## config.mk

```make
export PLATFORM = sky130hd
export DESIGN_NAME = dws_update
export DESIGN_NICKNAME = d
export VERILOG_FILES = /design/src/dws_pkg.sv /design/src/dws_update.sv
export SDC_FILE = /design/constraint.sdc
export NUM_CORES = 2
export LEC_CHECK = 0
export BUFFER_PORTS_ARGS = -buffer_cell sky130_fd_sc_hd__buf_2
export CORE_MARGIN = 2
export CORE_UTILIZATION = 35
export CTS_CLUSTER_DIAMETER = 120
export CTS_CLUSTER_SIZE = 8
export DETAILED_ROUTE_END_ITERATION = 12
export GPL_ROUTABILITY_DRIVEN = 0
export PLACE_DENSITY = 0.53
export SETUP_SLACK_MARGIN = 0.15
export SYNTH_ARGS = -nofsm -noshare
export SYNTH_HDL_FRONTEND = slang
export SYNTH_SLANG_ARGS = --single-unit
export TNS_END_PERCENT = 5
```

## constraint.sdc

```tcl
create_clock -name clk -period 14.9 [get_ports clk]
set_input_delay 0 -clock clk [delete_from_list [all_inputs] [get_ports clk]]
set_output_delay 0 -clock clk [all_outputs]
set_load 0.02 [all_outputs]
```

## src/dws_pkg.sv

```systemverilog
`timescale 1ns / 1ps
// ----------------------------------------------------------------------------
// dws_pkg
// Shared types, widths and helpers for the damped wave string step block.
// ----------------------------------------------------------------------------
package dws_pkg;

    // field widths
    localparam int DISP_W    = 24;
    localparam int IDX_W     = 6;
    localparam int COEF_W    = 16;
    localparam int PADDR_W   = 3;
    localparam int PDATA_W   = 32;

    // q0.16 rounding
    localparam int FRAC_W     = 16;
    localparam int ROUND_HALF = 32768;

    // internal arithmetic widths
    localparam int LAP_W    = 26;
    localparam int BASE_W   = 26;
    localparam int PROD1_W  = LAP_W + COEF_W + 1;
    localparam int CTERM_W  = PROD1_W - FRAC_W;
    localparam int SUM_W    = 28;
    localparam int PROD2_W  = SUM_W + COEF_W + 1;
    localparam int SAT_IN_W = PROD2_W - FRAC_W;

    // displacement range
    localparam int DISP_MAX = 8388607;
    localparam int DISP_MIN = -8388608;

    // register reset values
    localparam logic [COEF_W-1:0] WAVE_SPEED_SQ_RESET = 16'd6554;
    localparam logic [COEF_W-1:0] DAMPING_RESET       = 16'd65274;

    // register select by address bit
    localparam logic REG_WAVE_SPEED_SQ = 1'b0;
    localparam logic REG_DAMPING       = 1'b1;

    typedef enum logic [1:0] {
        ST_IDLE,
        ST_RUN,
        ST_DRAIN,
        ST_COMMIT
    } dws_state_t;

    // per-cell control
    typedef struct packed {
        logic shift;
        logic push;
        logic commit;
        logic load;
    } dws_cell_ctrl_t;

    // point issued to the update unit
    typedef struct packed {
        logic             valid;
        logic [IDX_W-1:0] idx;
        logic             last;
        logic             is_end;
    } dws_issue_t;

    // clamp to the displacement range
    function automatic logic signed [DISP_W-1:0] dws_sat(input logic signed [SAT_IN_W-1:0] v);
        logic signed [DISP_W-1:0] r;
        if (v > SAT_IN_W'(DISP_MAX)) begin
            r = DISP_W'(DISP_MAX);
        end
        else if (v < SAT_IN_W'(DISP_MIN)) begin
            r = DISP_W'(DISP_MIN);
        end
        else begin
            r = v[DISP_W-1:0];
        end
        return r;
    endfunction

endpackage

```

## src/dws_update.sv

```systemverilog
`timescale 1ns / 1ps
// ----------------------------------------------------------------------------
// dws_update
// Two-stage update unit: laplacian times c^2, then damping and saturation.
// The second stage is the output register of the point channel.
// ----------------------------------------------------------------------------
module dws_update
    import dws_pkg::*;
(
    input  logic                     clk,
    input  logic                     rst_n,
    input  logic                     adv,
    input  dws_issue_t               issue,
    input  logic signed [DISP_W-1:0] cur,
    input  logic signed [DISP_W-1:0] prev,
    input  logic signed [DISP_W-1:0] left,
    input  logic signed [DISP_W-1:0] right,
    input  logic        [COEF_W-1:0] wave_speed_sq,
    input  logic        [COEF_W-1:0] damping,
    output logic                     res_valid,
    output logic        [IDX_W-1:0]  res_index,
    output logic signed [DISP_W-1:0] res_value,
    output logic                     res_last
);

    logic signed [LAP_W-1:0]    lap;
    logic signed [PROD1_W-1:0]  prod1;
    logic signed [PROD1_W-1:0]  rnd1;
    logic signed [BASE_W-1:0]   base_next;

    logic                       s1_valid_reg;
    logic        [IDX_W-1:0]    s1_idx_reg;
    logic                       s1_last_reg;
    logic signed [BASE_W-1:0]   s1_base_reg;
    logic signed [CTERM_W-1:0]  s1_cterm_reg;

    logic signed [SUM_W-1:0]    sum;
    logic signed [PROD2_W-1:0]  prod2;
    logic signed [PROD2_W-1:0]  rnd2;
    logic signed [DISP_W-1:0]   value_next;

    logic                       res_valid_reg;
    logic        [IDX_W-1:0]    res_index_reg;
    logic signed [DISP_W-1:0]   res_value_reg;
    logic                       res_last_reg;

    // stage 1: laplacian, coupling term, 2*cur - prev
    always_comb
    begin
        if (issue.is_end)
        begin
            lap = '0;
        end
        else
        begin
            lap = LAP_W'(left) + LAP_W'(right) - (LAP_W'(cur) <<< 1);
        end
        prod1     = PROD1_W'(lap) * PROD1_W'($signed({1'b0, wave_speed_sq}));
        rnd1      = prod1 + PROD1_W'(ROUND_HALF);
        base_next = (BASE_W'(cur) <<< 1) - BASE_W'(prev);
    end

    // stage 2: damping, rounding, saturation
    always_comb
    begin
        sum        = SUM_W'(s1_base_reg) + SUM_W'(s1_cterm_reg);
        prod2      = PROD2_W'(sum) * PROD2_W'($signed({1'b0, damping}));
        rnd2       = prod2 + PROD2_W'(ROUND_HALF);
        value_next = dws_sat(rnd2[PROD2_W-1:FRAC_W]);
    end

    // valid bits
    always_ff @(posedge clk or negedge rst_n)
    begin
        if (!rst_n)
        begin
            s1_valid_reg  <= 1'b0;
            res_valid_reg <= 1'b0;
        end
        else if (adv)
        begin
            s1_valid_reg  <= issue.valid;
            res_valid_reg <= s1_valid_reg;
        end
    end

    // payload
    always_ff @(posedge clk)
    begin
        if (adv)
        begin
            s1_idx_reg    <= issue.idx;
            s1_last_reg   <= issue.last;
            s1_base_reg   <= base_next;
            s1_cterm_reg  <= rnd1[PROD1_W-1:FRAC_W];
            res_index_reg <= s1_idx_reg;
            res_last_reg  <= s1_last_reg;
            res_value_reg <= value_next;
        end
    end

    assign res_valid = res_valid_reg;
    assign res_index = res_index_reg;
    assign res_value = res_value_reg;
    assign res_last  = res_last_reg;

endmodule

```

==> impl_metrics.json <==
{
  "arrival_ns": 10.65,
  "grt_pass1_wl_um": 166000,
  "final.setup.worst_slack_ns": 4.54,
  "crit_top_cell": "sky130_fd_sc_hd__fa_1",
  "timing.critical_path.slowest_stage_cell": "sky130_fd_sc_hd__o31a_1",
  "wl_um": 103000,
  "wire_per_inst_um": 18.3,
  "relative_area_change_from_synthesis_to_final_layout_pct": 7.85,
  "ios": 172,
  "detailroute.via_count": 26545,
  "yosysWarningCount": 0,
  "post_synth_fa_ha_maj_area_fraction_pct": 56.6,
  "multi_input_area_mm2": 0.0305,
  "asyncSetResetFlopFracSynth_pct": 2.15,
  "critical_path_startpoint_category": "register",
  "tightest_slew_ns": 1.18,
  "clk_latency_ns": 0.42,
  "synth_simple_gate_area_share_pct": 14.7,
  "cts.sink_count": 93,
  "outcome": "finished, final reports clean",
  "start_util_pct": 35.3,
  "dieHeight_um": 332,
  "worstPathMaxFanout": 24,
  "post-dp-hpwl_um": 85200,
  "endpoint_kind": "register",
  "yosys_most_used_dff": "sky130_fd_sc_hd__edfxtp_1",
  "layout.cells.most_common": "sky130_fd_sc_hd__inv_1",
  "largest_register_ffs": 27,
  "finish.instance_area_mm2": 0.0407,
  "die_width_um": 332,
  "fraction_of_final_layout_cells_sized_beyond_drive_strength_1_pct": 6.69,
  "clock_tree.root_cell": "sky130_fd_sc_hd__clkbuf_16",
  "clock_path_buffers": 2,
  "final.min_clock_period_ns": 10.36,
  "timing.clock.skew_ns": 0.0229,
  "timing.final.hold_violations": 0,
  "postCtsSetupBuffers": 0,
  "mappedNetlistArea_mm2": 0.0378,
  "synth_top_family_by_area": "adder cells",
  "routed_via_density": 4.72,
  "postCtsResizedCells": 0,
  "timing.fmax_mhz": 96.5,
  "slew-limit-headroom_pct": 21.4,
  "syn-num-nets": 5429,
  "cp_num_buf_inv": 3,
  "drv_slew": 0,
  "largest_net_degree_at_the_start_of_global_routing": 70,
  "setup_viol": 0,
  "timing.setup.critical_path_class": "reg2reg",
  "critPathTopFamily": "compound AO/OA/AOI/OAI gates",
  "core_region_area_mm2": 0.107,
  "drtAntennaViolNets": 0,
  "synth-xor-area-share_pct": 3.13,
  "post_synth_num_cell_types": 75,
  "port-buffer-count": 171,
  "critical_path_required_ns": 15.19,
  "nets": 5543,
  "post_synth.cell_area_avg_um2": 9.22,
  "synth.mux.area_fraction_pct": 0.0862,
  "initial_antenna_violation_count": 4,
  "detailedRoute.firstIterationViolations": 1279,
  "hp-class": "in2reg",
  "grt.overflow.total": 0,
  "dpl_worst_slack_ns": 4.39,
  "synth-compound-area-share_pct": 5.94,
  "final_core_utilization_pct": 38.0,
  "tns_ns": 0,
  "grt_util_all_layers_pct": 19.3,
  "detail_route.drc_violations": 0,
  "via_count_of_the_first_global_routing_pass": 29369,
  "synth_sequential_area_ratio_pct": 7.37,
  "placement.cell_area_mm2": 0.0403,
  "clk_pin_slew_worst_paths_ns": 0.10,
  "critical_path.max_stage_delay_ns": 0.78,
  "rsz0062_at_grt": "false",
  "register_area_mm2": 0.00278,
  "syn-instance-count": 4097,
  "fillcell_total": 10924,
  "synth_edf_count": 91,
  "cts-htree-levels": 3,
  "firstDrtPassIters": 5,
  "max_cap_check_violation_count": 0,
  "postSynthRegisterBits": 93,
  "top_library_cells_by_usage_in_the_layout_fill_and_taps_aside": "sky130_fd_sc_hd__inv_1, sky130_fd_sc_hd__fa_1, sky130_fd_sc_hd__nand2_1",
  "final_period_utilization_pct": 69.5,
  "die_footprint_mm2": 0.111,
  "tritoncts_clock_tree": "built",
  "numCtsBuffers": 9,
  "core.rowCount": 120
}
worst paths after layout:
check                                               from                          to  slack [ns]  depth (start not counted)
worst max-delay path            s1_base_reg[1]$_DFFE_PP_  res_value[1]$_SDFFCE_PN1P_        4.54                         32
worst min-delay path                             prev[1]    s1_base_reg[1]$_DFFE_PP_        0.07                          3
worst max register to register  s1_base_reg[1]$_DFFE_PP_  res_value[1]$_SDFFCE_PN1P_        4.54                         32
worst min register to register   s1_idx_reg[5]$_DFFE_PP_      res_index[5]$_DFFE_PP_        0.41                          0
max in group asynchronous                          rst_n       res_valid$_DFFE_PN0P_       14.30                          3
min in group asynchronous                          rst_n    s1_valid_reg$_DFFE_PN0P_        0.46                          3
cell families (layout without fill, tap and decap cells):
group	after synthesis	in the layout
adder cells (fa/ha/maj)	1192	1192
buffers and inverters	1214	1333
flip-flops	93	93
AO/OA/AOI/OAI	330	330
multiplexers	3	3
other	0	2
AND/OR/NAND/NOR	1131	1131
XOR/XNOR	134	134
worst min-delay path, stage by stage:
cell and delay, ns:
sky130_fd_sc_hd__buf_2 0.11, sky130_fd_sc_hd__fa_1 0.17, sky130_fd_sc_hd__inv_1 0.04
per-layer routing:
layer / vias up / part of all wire, % / GRT usage [%]
li1: 12312 / - / -
met1: 13507 / 46 / 26.3
met2: 607 / 47 / 32.3
met3: 117 / 5.2 / 2.49
met4: 2 / 2.4 / 5.02
met5: - / 0.013 / 0
per-stage QoR:
stage | cells | hold slack [ns]
final | 5621 | 0.0678
after global routing | 5619 | 0.0694
after CTS | 5619 | 0.0497
after detailed placement | 5591 | -0.214
after global placement | 5591 | -0.212
after floorplan | 4097 | -0.296
cell usage after synthesis, types with 11 or more instances:
cell,n,area share [%]
sky130_fd_sc_hd__nor2b_1,27,0.45
sky130_fd_sc_hd__ha_1,330,11
sky130_fd_sc_hd__xor2_1,43,1.0
sky130_fd_sc_hd__nand2b_1,23,0.38
sky130_fd_sc_hd__a21o_1,73,1.5
sky130_fd_sc_hd__inv_1,1083,11
sky130_fd_sc_hd__fa_1,862,46
sky130_fd_sc_hd__xnor2_1,90,2.1
sky130_fd_sc_hd__nand2_1,454,4.5
sky130_fd_sc_hd__nor3_1,29,0.38
sky130_fd_sc_hd__o21ai_0,46,0.61
sky130_fd_sc_hd__and3_1,21,0.35
sky130_fd_sc_hd__a21oi_1,80,1.1
sky130_fd_sc_hd__edfxtp_1,91,7.2
sky130_fd_sc_hd__nor2_1,152,1.5
sky130_fd_sc_hd__clkbuf_1,114,1.1
sky130_fd_sc_hd__nand3_1,20,0.27
sky130_fd_sc_hd__o21a_1,19,0.38
sky130_fd_sc_hd__o21bai_1,14,0.28
sky130_fd_sc_hd__and2_1,367,6.1
sky130_fd_sc_hd__a211oi_1,12,0.24
sky130_fd_sc_hd__o21ai_1,17,0.23
sky130_fd_sc_hd__a31oi_1,11,0.18
repair_timing:
item                       4_1_cts  5_1_grt
hold buffers                    12        0
hold endpoints to repair        25        0
setup endpoints to repair        0        0
area by class of cell:
cell class                 instances  area share, %
multi-input combinational       2790           74.8
inverter                        1083           9.98
sequential                        93           6.83
tap                             1403           4.31
timing repair buffer             234           3.34
clock buffer                       9          0.553
clock inverter                     7          0.154
antenna                            2         0.0123
Power is left out: the tool's default activity adds up to more than one toggle a clock period on the data nets, which glitch-free logic cannot reach.
