[config.mk]
export PLATFORM = sky130hd
export DESIGN_NAME = dws_cell
export DESIGN_NICKNAME = d
export VERILOG_FILES = /design/src/dws_pkg.sv /design/src/dws_cell.sv
export SDC_FILE = /design/constraint.sdc
export NUM_CORES = 1
export LEC_CHECK = 0
export BUFFER_PORTS_ARGS = -buffer_cell sky130_fd_sc_hd__buf_4
export CORE_MARGIN = 4
export CORE_UTILIZATION = 30
export CTS_BUF_LIST = sky130_fd_sc_hd__clkbuf_8
export CTS_CLUSTER_SIZE = 14
export DETAILED_ROUTE_END_ITERATION = 8
export PLACE_DENSITY_LB_ADDON = 0.25
export REMOVE_ABC_BUFFERS = 1
export SETUP_SLACK_MARGIN = 0.15
export SYNTH_ARGS = -nofsm -noshare
export SYNTH_HDL_FRONTEND = slang
export SYNTH_SLANG_ARGS = --single-unit
[constraint.sdc]
create_clock -name clk -period 2.7 [get_ports clk]
set_input_delay 0.675 -clock clk [delete_from_list [all_inputs] [get_ports clk]]
set_output_delay 0.675 -clock clk [all_outputs]
set_load 0.1 [all_outputs]
[src/dws_pkg.sv]
`timescale 1ns / 1ps
// ----------------------------------------------------------------------------
// dws_pkg
// Shared types, widths and helpers for the damped wave string step block.
// ----------------------------------------------------------------------------
package dws_pkg;

    // field widths
    localparam int DISP_W    = 24;
    localparam int IDX_W     = 6;
    localparam int COEF_W    = 16;
    localparam int PADDR_W   = 3;
    localparam int PDATA_W   = 32;

    // q0.16 rounding
    localparam int FRAC_W     = 16;
    localparam int ROUND_HALF = 32768;

    // internal arithmetic widths
    localparam int LAP_W    = 26;
    localparam int BASE_W   = 26;
    localparam int PROD1_W  = LAP_W + COEF_W + 1;
    localparam int CTERM_W  = PROD1_W - FRAC_W;
    localparam int SUM_W    = 28;
    localparam int PROD2_W  = SUM_W + COEF_W + 1;
    localparam int SAT_IN_W = PROD2_W - FRAC_W;

    // displacement range
    localparam int DISP_MAX = 8388607;
    localparam int DISP_MIN = -8388608;

    // register reset values
    localparam logic [COEF_W-1:0] WAVE_SPEED_SQ_RESET = 16'd6554;
    localparam logic [COEF_W-1:0] DAMPING_RESET       = 16'd65274;

    // register select by address bit
    localparam logic REG_WAVE_SPEED_SQ = 1'b0;
    localparam logic REG_DAMPING       = 1'b1;

    typedef enum logic [1:0] {
        ST_IDLE,
        ST_RUN,
        ST_DRAIN,
        ST_COMMIT
    } dws_state_t;

    // per-cell control
    typedef struct packed {
        logic shift;
        logic push;
        logic commit;
        logic load;
    } dws_cell_ctrl_t;

    // point issued to the update unit
    typedef struct packed {
        logic             valid;
        logic [IDX_W-1:0] idx;
        logic             last;
        logic             is_end;
    } dws_issue_t;

    // clamp to the displacement range
    function automatic logic signed [DISP_W-1:0] dws_sat(input logic signed [SAT_IN_W-1:0] v);
        logic signed [DISP_W-1:0] r;
        if (v > SAT_IN_W'(DISP_MAX)) begin
            r = DISP_W'(DISP_MAX);
        end
        else if (v < SAT_IN_W'(DISP_MIN)) begin
            r = DISP_W'(DISP_MIN);
        end
        else begin
            r = v[DISP_W-1:0];
        end
        return r;
    endfunction

endpackage

[src/dws_cell.sv]
`timescale 1ns / 1ps
// ----------------------------------------------------------------------------
// dws_cell
// One string point: current and previous displacement in a rotating ring,
// plus a slot of the shift chain that collects the new displacements.
// ----------------------------------------------------------------------------
module dws_cell
    import dws_pkg::*;
(
    input  logic                     clk,
    input  logic                     rst_n,
    input  dws_cell_ctrl_t           ctrl,
    input  logic signed [DISP_W-1:0] load_cur,
    input  logic signed [DISP_W-1:0] right_cur,
    input  logic signed [DISP_W-1:0] right_prev,
    input  logic signed [DISP_W-1:0] push_in,
    output logic signed [DISP_W-1:0] cur,
    output logic signed [DISP_W-1:0] prev,
    output logic signed [DISP_W-1:0] nxt
);

    logic signed [DISP_W-1:0] cur_reg;
    logic signed [DISP_W-1:0] prev_reg;
    logic signed [DISP_W-1:0] nxt_reg;

    // time planes: drive load, plane rotation, ring shift
    always_ff @(posedge clk or negedge rst_n)
    begin
        if (!rst_n)
        begin
            cur_reg  <= '0;
            prev_reg <= '0;
        end
        else
        begin
            priority if (ctrl.load)
            begin
                cur_reg <= load_cur;
            end
            else if (ctrl.commit)
            begin
                cur_reg  <= nxt_reg;
                prev_reg <= cur_reg;
            end
            else if (ctrl.shift)
            begin
                cur_reg  <= right_cur;
                prev_reg <= right_prev;
            end
            else
            begin
                cur_reg  <= cur_reg;
                prev_reg <= prev_reg;
            end
        end
    end

    // new-displacement chain
    always_ff @(posedge clk)
    begin
        if (ctrl.push)
        begin
            nxt_reg <= push_in;
        end
    end

    assign cur  = cur_reg;
    assign prev = prev_reg;
    assign nxt  = nxt_reg;

endmodule

==> reports/summary.txt, run 1 <==
DR WL met2 -> 4.686 mm
grt ovf -> 0
main combinational cell family by area after synthesis -> multiplexers
RSZ-0062 raised after global routing -> no
clk_lat worst skew -> 340 ps
Worst path slowest cell -> mux2_2
mean area per synthesized cell -> 14.46 µm²
worst slew pin tran -> 702.6 ps
die height -> 114.7 µm
worst path bufs/invs -> 2
Unique masters post-synth -> 16
first-pass GRT wire length -> 15.53 mm
Seq/Total Area, Yosys -> 56.30%
crit-path max FO -> 26
status -> finished, final reports clean
mux share of post-synthesis cell area -> 25.07%
Layout fillers -> 1046
Routed WL -> 9.886 mm
CTS tree -> done
adder-cell share of the synthesized area -> 0%
H-tree depth -> 3
post-synthesis xor/xnor area fraction -> 0%
Synth Area in Simple Gates -> 9.604%
post_cts resized -> 0
Rows -> 38
slew margin rel. -> 53.11%
number of CTS-inserted buffers -> 9
DP Wirelength -> 7.286 mm
antenna violations before repair -> 0
IO Count -> 174
cell mode on critical path -> buf_4
ANT nets after route -> 0
largest net degree at the start of global routing -> 49
total negative slack -> 0 ps
fin. max-slew vios -> 0
WL met1 -> 4.242 mm
WP data required -> 2920 ps
Initial Utilization -> 31.08%
uppermost layer routed -> met4
GPL Wtd Cong -> 0.7443
# diodes -> 0
Die X-Extent -> 114.7 µm
DIE AREA -> 13150 µm²
clock buffer depth -> 2
worst endpoint data arrival time -> 1960 ps
crit path cell chain -> buf_4 -> buf_4 -> mux2_2 -> mux2_4
Top delay family on crit path -> multiplexers
total power -> 3.927 mW
Yosys warning count -> 0
Fmax -> 575.9 MHz
Min Hold Slack -> 344.6 ps
Final min period -> 1737 ps
final worst clock skew -> 12.00 ps
CP peak stage delay -> 380 ps
DR pass1 iterations -> 4
worst r2r path cells -> 2
Final #Nets -> 509
vias post-DR -> 2554
synthesized area -> 3413 µm²
first-iteration detailed-routing DRC count -> 83
worst hold-check path type -> input port to async pin
Post-Synthesis Cells -> 236
core footprint -> 10980 µm²
DRC viols -> 0
ys async rst share -> 66.67%
Pleak -> 2.271 nW
P&R area growth vs syn -> 47.91%
Post-CTS Setup Bufs -> 0
clk sink count -> 72
# port buffers -> 173
drt wl/cell -> 17.91 µm
final period utilization -> 64.31%
Synth Flop Type -> dfrtp_1
Fin. Hold Viols -> 0
Setup crit start kind -> input port
WP depth -> 4
Setup violations, final -> 0
met3 WL -> 857 µm
DR vias/cell -> 4.627
GRT Overall Usage -> 15.28%
max-cap violations -> 0
register bit total from synthesis -> 72
Clk Tree Root Cell -> clkbuf_8
pwr dens -> 777.9 nW/µm²
cts hold-fix bufs -> 0
crit end category -> flip-flop
Worst VDD drop -> 372.4 µV
share of layout cells above drive strength 1 -> 58.98%
CP Class -> input port to flip-flop
Clock transition at path regs -> 70 ps
Post-synth EDFFs -> 24
vias in the first global route -> 2898
Synth Area in Compound Gates -> 5.609%
==> worst reg2reg max path, stage by stage (launching register included) <==
cell and delay (ps):
dfrtp_1 400, mux2_2 280, mux2_2 270
==> cells by family after synthesis <==
| logic type | after synthesis |
|---|---|
| flip-flops | 72 |
| buffers and inverters | 19 |
| AO/OA/AOI/OAI | 25 |
| AND/OR/NAND/NOR | 48 |
| multiplexers | 72 |
==> final cells by class <==
type / instances / area, µm² / area share [%]
clock buffer: 10 / 137.6 / 2.726
clock inverter: 6 / 83.83 / 1.660
inverter: 1 / 3.754 / 0.07435
multi-input combinational: 145 / 1378 / 27.29
sequential: 72 / 1922 / 38.07
tap: 140 / 175.2 / 3.470
timing repair buffer: 178 / 1349 / 26.72
==> per-layer routing <==
layer | up-vias | global-route usage, %
met3 | 7 | 4.598
met1 | 1232 | 19.59
met2 | 105 | 24.80
li1 | 1210 | -
met5 | - | 0
met4 | 0 | 4.671
==> synthesized netlist by cell type, types with 2 or more instances <==
| master | count | area (µm²) |
|---|---|---|
| nor3b_1 | 24 | 180.2 |
| buf_2 | 6 | 30.03 |
| edfxtp_1 | 24 | 720.7 |
| buf_6 | 4 | 45.04 |
| mux2i_1 | 24 | 240.2 |
| mux2_4 | 20 | 300.3 |
| buf_4 | 2 | 15.01 |
| nor2b_1 | 23 | 143.9 |
| clkbuf_1 | 6 | 22.52 |
| mux2_2 | 28 | 315.3 |
| a211oi_1 | 23 | 172.7 |
| dfrtp_1 | 48 | 1201 |
==> worst paths after layout <==
| check | from | endpoint | slack, ps |
|---|---|---|---|
| max | ctrl[1] | prev[21]$_DFFE_PN0P_ | 960 |
| min | rst_n | prev[16]$_DFFE_PN0P_ | 340 |
| max reg2reg | cur[0]$_DFFE_PN0P_ | prev[0]$_DFFE_PN0P_ | 1620 |
| min reg2reg | prev[21]$_DFFE_PN0P_ | prev[21]$_DFFE_PN0P_ | 520 |
| max in group asynchronous | rst_n | cur[17]$_DFFE_PN0P_ | 1900 |
| min in group clk | push_in[11] | nxt[11]$_DFFE_PP_ | 510 |
==> power by group <==
part | switching (mW) | total, mW | internal (mW)
Clock | 0.403 | 0.944 | 0.541
Combinational | 1.19 | 1.63 | 0.433
Sequential | 0.0906 | 1.36 | 1.27
==> through the flow <==
stage	cell area, µm²	setup slack (ps)	utilization [%]	cells
after global placement	4827	612.3	43.95	536
final	5049	963.5	45.97	552
after detailed placement	4827	562.6	43.95	536
after global routing	5049	897.5	45.97	552
after CTS	5049	931.1	45.97	552
after floorplan	3301	507.3	-	218
==> cells in the final DEF (no fill, tap or decap), drive strengths merged <==
cell type	synthesis	layout
clkbuf	6	10
mux2i	24	24
clkinvlp	0	2
mux2	48	48
nor2b	23	23
o21ba	1	1
nor2	1	1
edfxtp	24	24
buf	12	178
a211oi	23	23
dfrtp	48	48
a221oi	1	1
nor3b	24	24
clkinv	0	1
inv	1	2
bufinv	0	2
No activity file was read; power rests on OpenSTA's default activity.
==> run 2: changes to the inputs <==
- ABC_AREA: default -> 1
- clock period: 2.7 -> 1.57 ns (I/O delays scaled with it)
==> run 2 against run 1 <==
Via count grew 31%. Sequential share of layout area is 1.5 points lower. Sequential cell count unchanged. Clock power up 47%. Clock-buffer cell count down 1. Utilization up 2.1 points. Critical path depth shrank 3. Area after synthesis down 0.55%. Largest cell class unchanged. Cell area rose by 4.2%. Clock skew is 2.0 ps lower. Total power up 61%.
==> reports/summary.txt, run 2 <==
GPL Wtd Cong -> 0.8389
worst hold-check path type -> input port to async pin
Post-synth EDFFs -> 24
Final min period -> 1391 ps
final period utilization -> 88.59%
CTS tree -> done
fin. max-slew vios -> 0
final worst clock skew -> 10.02 ps
max-cap violations -> 0
Fin. Hold Viols -> 0
CP peak stage delay -> 440 ps
number of CTS-inserted buffers -> 9
Post-Synthesis Cells -> 416
status -> finished, final reports clean
register bit total from synthesis -> 72
Pleak -> 2.733 nW
first-pass GRT wire length -> 16.66 mm
GRT Overall Usage -> 16.14%
Place WS -> 170.5 ps
Fmax -> 718.9 MHz
synthesized area -> 3395 µm²
Worst VDD drop -> 597.4 µV
ANT nets after route -> 0
Setup crit start kind -> flip-flop
Min Hold Slack -> 68.87 ps
worst slew pin tran -> 626.0 ps
Post-Place Cells -> 714
RSZ-0062 raised after global routing -> yes
crit end category -> primary output
dominant cells by area after synthesis -> dfrtp_1 35%, nand2_1 25%, edfxtp_1 21%
non-filler cells, final -> 730
DR vias/cell -> 4.600
largest net degree at the start of global routing -> 49
core footprint -> 10940 µm²
Clk Tree Root Cell -> clkbuf_8
grt ovf -> 0
clock buffer depth -> 2
antenna violations before repair -> 0
drt wl/cell -> 14.94 µm
Rows -> 38
most common cell after layout, fill and taps aside -> nand2_1
DIE AREA -> 13080 µm²
P&R area growth vs syn -> 54.96%
Yosys warning count -> 0
CP Class -> flip-flop to primary output
Final WS setup -> 179.1 ps
Synth Flop Type -> dfrtp_1
worst path bufs/invs -> 1
crit path cell chain -> buf_8
share of layout cells above drive strength 1 -> 35.08%
IO Count -> 174
Clock transition at path regs -> 80 ps
die height -> 114.4 µm
Top delay family on crit path -> flip-flops
area leader, netlist -> dfrtp_1
Routed WL -> 10.91 mm
total power -> 6.336 mW
vias in the first global route -> 3327
WP data required -> 1180 ps
slew margin rel. -> 58.26%
Die X-Extent -> 114.4 µm
clk sink count -> 72
DR pass1 iterations -> 4
DRC viols -> 0
top post-synthesis cells by count -> 229 x nand2_1, 48 x dfrtp_1, 48 x nand3_1, 24 x edfxtp_1, 24 x o21ai_0
post-synth top area share -> 35.39%
Worst path slowest cell -> dfrtp_1
H-tree depth -> 3
Layout fillers -> 1089
pwr dens -> 1204 nW/µm²
Seq/Total Area, Yosys -> 56.62%
Setup violations, final -> 0
worst endpoint data arrival time -> 1000 ps
Initial Utilization -> 31.04%
Final #Nets -> 687
most frequent cells in the layout -> 229 x nand2_1, 129 x buf_4, 48 x nand3_1, 48 x dfrtp_1, 45 x buf_6
first-iteration detailed-routing DRC count -> 109
vias post-DR -> 3358
Post-CTS Setup Bufs -> 0
ys async rst share -> 66.67%
Finished Core Util -> 48.10%
mean area per synthesized cell -> 8.160 µm²
clk_lat worst skew -> 330 ps
Unique masters post-synth -> 14
# diodes -> 0
crit-path max FO -> 3
most frequent cell after synthesis -> nand2_1
# port buffers -> 173
DP Wirelength -> 8.282 mm
==> run 2: cell types whose count changed after synthesis, moves of 7 or more <==
cell	change
mux2i_1	-24
nor3b_1	-24
mux2_4	-20
nor2b_1	-23
nand3_1	+48
o21ai_0	+24
nand2_1	+229
or2_2	+7
mux2_2	-28
a211oi_1	-23
==> run 2: per-layer routing <==
| metal | GRT usage (%) | wire, µm | vias up |
|---|---|---|---|
| met1 | 20.46 | 4573 | 1550 |
| met5 | 0 | 0 | - |
| met2 | 26.46 | 5330 | 115 |
| li1 | - | - | 1669 |
| met4 | 7.205 | 308 | 0 |
| met3 | 3.488 | 694 | 24 |
==> run 2: timing repair <==
item                                    4_1_cts  5_1_grt
pin swaps                                     0        0
hold buffers                                  0        0
resized for setup                            26       35
endpoints found under the setup margin       26       33
==> run 2: worst paths after layout <==
path | slack [ps] | end | startpoint | cells after the start
hold reg to reg | 500 | prev[3]$_DFFE_PN0P_ | prev[3]$_DFFE_PN0P_ | 2
setup reg to reg | 730 | cur[19]$_DFFE_PN0P_ | nxt[19]$_DFFE_PP_ | 4
setup / recovery | 180 | cur[12] | cur[12]$_DFFE_PN0P_ | 1
min in group clk | 230 | nxt[14]$_DFFE_PP_ | push_in[14] | 1
max in group asynchronous | 1070 | cur[2]$_DFFE_PN0P_ | rst_n | 1
hold / removal | 70 | cur[4]$_DFFE_PN0P_ | rst_n | 1
==> run 2: cells by family (layout without fill, tap and decap cells) <==
kind of cell / Yosys count / after routing / share of synthesized area [%]
buffers and inverters: 29 / 203 / 4.460
DFF: 72 / 72 / 56.62
and+or+nand+nor: 291 / 291 / 35.39
AOI/OAI and AO/OA: 24 / 24 / 3.539
==> run 2: cell type report <==
cell class                 instances  area, µm²  area share, %
multi-input combinational        315       1321          25.12
clock buffer                       9      123.9          2.355
inverter                           3      11.26         0.2141
timing repair buffer             184       1650          31.37
sequential                        72       1922          36.54
tap                              140      175.2          3.330
clock inverter                     7      56.30          1.070
==> run 2: power breakdown <==
group | leakage, nW | total [mW] | switching [mW] | internal (mW)
logic | 1.81 | 2.63 | 1.94 | 0.684
registers | 0.821 | 2.32 | 0.168 | 2.15
clock network | 0.107 | 1.39 | 0.681 | 0.710
==> run 2: through the flow <==
stage          setup TNS, ps  instance area [µm²]
3_3_place_gp               0                 4848
2_1_floorplan          -6515                 3254
6_report                   0                 5260
3_5_place_dp               0                 4848
4_1_cts                    0                 5126
5_1_grt                    0                 5260
==> run 3: changes to the inputs <==
- ABC_CLOCK_PERIOD_IN_PS: default -> 1570
- PLACE_DENSITY: default -> 0.63
- PLACE_DENSITY_LB_ADDON: 0.25 -> default
- TNS_END_PERCENT: default -> 10
==> run 3 against run 2 <==
Clock-buffer cell count stayed put. Sequential power hardly changed. Clock power is 14% higher. Critical endpoint is now cur[23]. Routed wire length is 1.3% higher. Critical path type unchanged. Fmax is 3.0% lower. Combinational power is 2% lower. Via count is 2.7% lower. Total power is 2.0% higher. Critical path depth stayed put. Non-clock buffer count is 1 higher.
==> reports/summary.txt, run 3 (synthesized netlist as in run 2, its figures left out) <==
largest net degree at the start of global routing -> 49
GPL Wtd Cong -> 0.8257
DR pass1 iterations -> 4
H-tree depth -> 3
max-cap violations -> 0
most frequent cells in the layout -> 229 x nand2_1, 166 x buf_4, 48 x nand3_1, 48 x dfrtp_1
DRC viols -> 0
CP Class -> flip-flop to primary output
DIE AREA -> 13080 µm²
clk sink count -> 72
Worst VDD drop -> 429.7 µV
CTS tree -> done
placed inst area -> 4841 µm²
number of CTS-inserted buffers -> 9
Final min period -> 1434 ps
P&R area growth vs syn -> 51.90%
Rows -> 38
Setup crit start kind -> flip-flop
Die X-Extent -> 114.4 µm
Seq pwr share -> 35.6%
# port buffers -> 173
Worst path slowest cell -> dfrtp_1
Top delay family on crit path -> flip-flops
crit end category -> primary output
IO Count -> 174
vias in the first global route -> 3323
CP peak stage delay -> 390 ps
drt wl/cell -> 15.12 µm
status -> finished, final reports clean
Initial Utilization -> 31.04%
ANT nets after route -> 0
sw frac -> 43.34%
core footprint -> 10940 µm²
first-pass GRT wire length -> 17.13 mm
Setup violations, final -> 0
Final #Nets -> 688
DR vias/cell -> 4.468
most common cell after layout, fill and taps aside -> nand2_1
GRT Overall Usage -> 16.65%
clock buffer depth -> 2
slew margin rel. -> 58.36%
die height -> 114.4 µm
Clock transition at path regs -> 90 ps
worst endpoint data arrival time -> 1040 ps
Clk Tree Root Cell -> clkbuf_8
share of layout cells above drive strength 1 -> 35.53%
Routed WL -> 11.05 mm
final worst clock skew -> 12.47 ps
RSZ-0062 raised after global routing -> yes
post-route cell area -> 5156 µm²
clk_lat worst skew -> 340 ps
clock group share of total power -> 24.6%
Pleak -> 2.702 nW
Fmax -> 697.5 MHz
crit-path max FO -> 3
Comb pwr share -> 39.8%
worst path bufs/invs -> 1
total negative slack -> 0 ps
grt ovf -> 0
worst slew pin tran -> 624.6 ps
final period utilization -> 91.31%
pwr dens -> 1253 nW/µm²
vias post-DR -> 3266
cts hold-fix bufs -> 0
WP data required -> 1180 ps
total power -> 6.459 mW
Fin. Hold Viols -> 0
DP Wirelength -> 8.456 mm
worst hold-check path type -> input port to async pin
first-iteration detailed-routing DRC count -> 142
P_int -> 3.660 mW
fin. max-slew vios -> 0
# diodes -> 0
crit path cell chain -> buf_4
switching power -> 2.799 mW
antenna violations before repair -> 0
[run 3: changes by cell type in the layout (fill, tap and decap cells not counted)]
cell / delta
buf_4: +37
buf_6: -33
buf_8: -4
inv_1: -2
inv_4: +2
buf_12: +1
bufinv_16: +1
clkinv_2: -1
[run 3: what timing repair did]
action                                  in CTS  in global routing
gates resized for setup                      3                 20
setup buffers                                0                  2
endpoints found under the setup margin      32                 58
[run 3: worst reg2reg max path, stage by stage, from the launching register on]
cell	delay, ps
dfrtp_1	420
buf_4	150
nand2_1	50
nand2_1	60
nand2_1	60
nand2_1	50
[run 3: per-stage QoR]
stage          utilization [%]  instances  setup WS, ps  hold slack [ps]
6_report                 47.15        731         136.4            69.32
3_5_place_dp             44.27        713         144.2            452.2
5_1_grt                  47.15        731         94.27            98.72
4_1_cts                  46.29        729         107.8            73.38
3_3_place_gp             44.27        713         206.8            442.6
2_1_floorplan                -        390        -535.6            96.91
[run 3: path summary, 6_finish.rpt]
kind	endpoint	startpoint	cells past startpoint	slack [ps]
max reg2reg	prev[18]$_DFFE_PN0P_	cur[18]$_DFFE_PN0P_	5	670
min reg2reg	prev[3]$_DFFE_PN0P_	prev[3]$_DFFE_PN0P_	2	500
min in group clk	nxt[9]$_DFFE_PP_	push_in[9]	1	220
max	cur[23]	cur[23]$_DFFE_PN0P_	1	140
min	prev[11]$_DFFE_PN0P_	rst_n	1	70
max in group asynchronous	cur[12]$_DFFE_PN0P_	rst_n	1	1070
[run 3: routing by layer]
metal / vias up / share of wire [%] / track usage (%)
met2: 99 / 52 / 27.71
li1: 1667 / - / -
met3: 20 / 4.9 / 2.696
met1: 1480 / 41 / 21.14
met5: - / 0 / 0
met4: 0 / 2.8 / 7.838
[run 3: final cells by class]
| class | instances | area, µm² |
|---|---|---|
| Inverter | 3 | 11.26 |
| Tap cell | 140 | 175.2 |
| Clock buffer | 9 | 123.9 |
| Sequential cell | 72 | 1922 |
| Fill cell | 1111 | 5779 |
| Multi-Input combinational cell | 315 | 1321 |
| Timing Repair Buffer | 185 | 1516 |
| Clock inverter | 7 | 86.33 |
[run 3: power groups by stage]
stage               combinational [mW]  sequential (mW)  clock (mW)
floorplan                        0.298             3.78           0
global placement                  2.52             2.32           0
detailed placement                2.53             2.33           0
CTS                               2.54             2.29        1.65
global route                      2.69             2.33        1.74
finish                            2.57             2.30        1.59
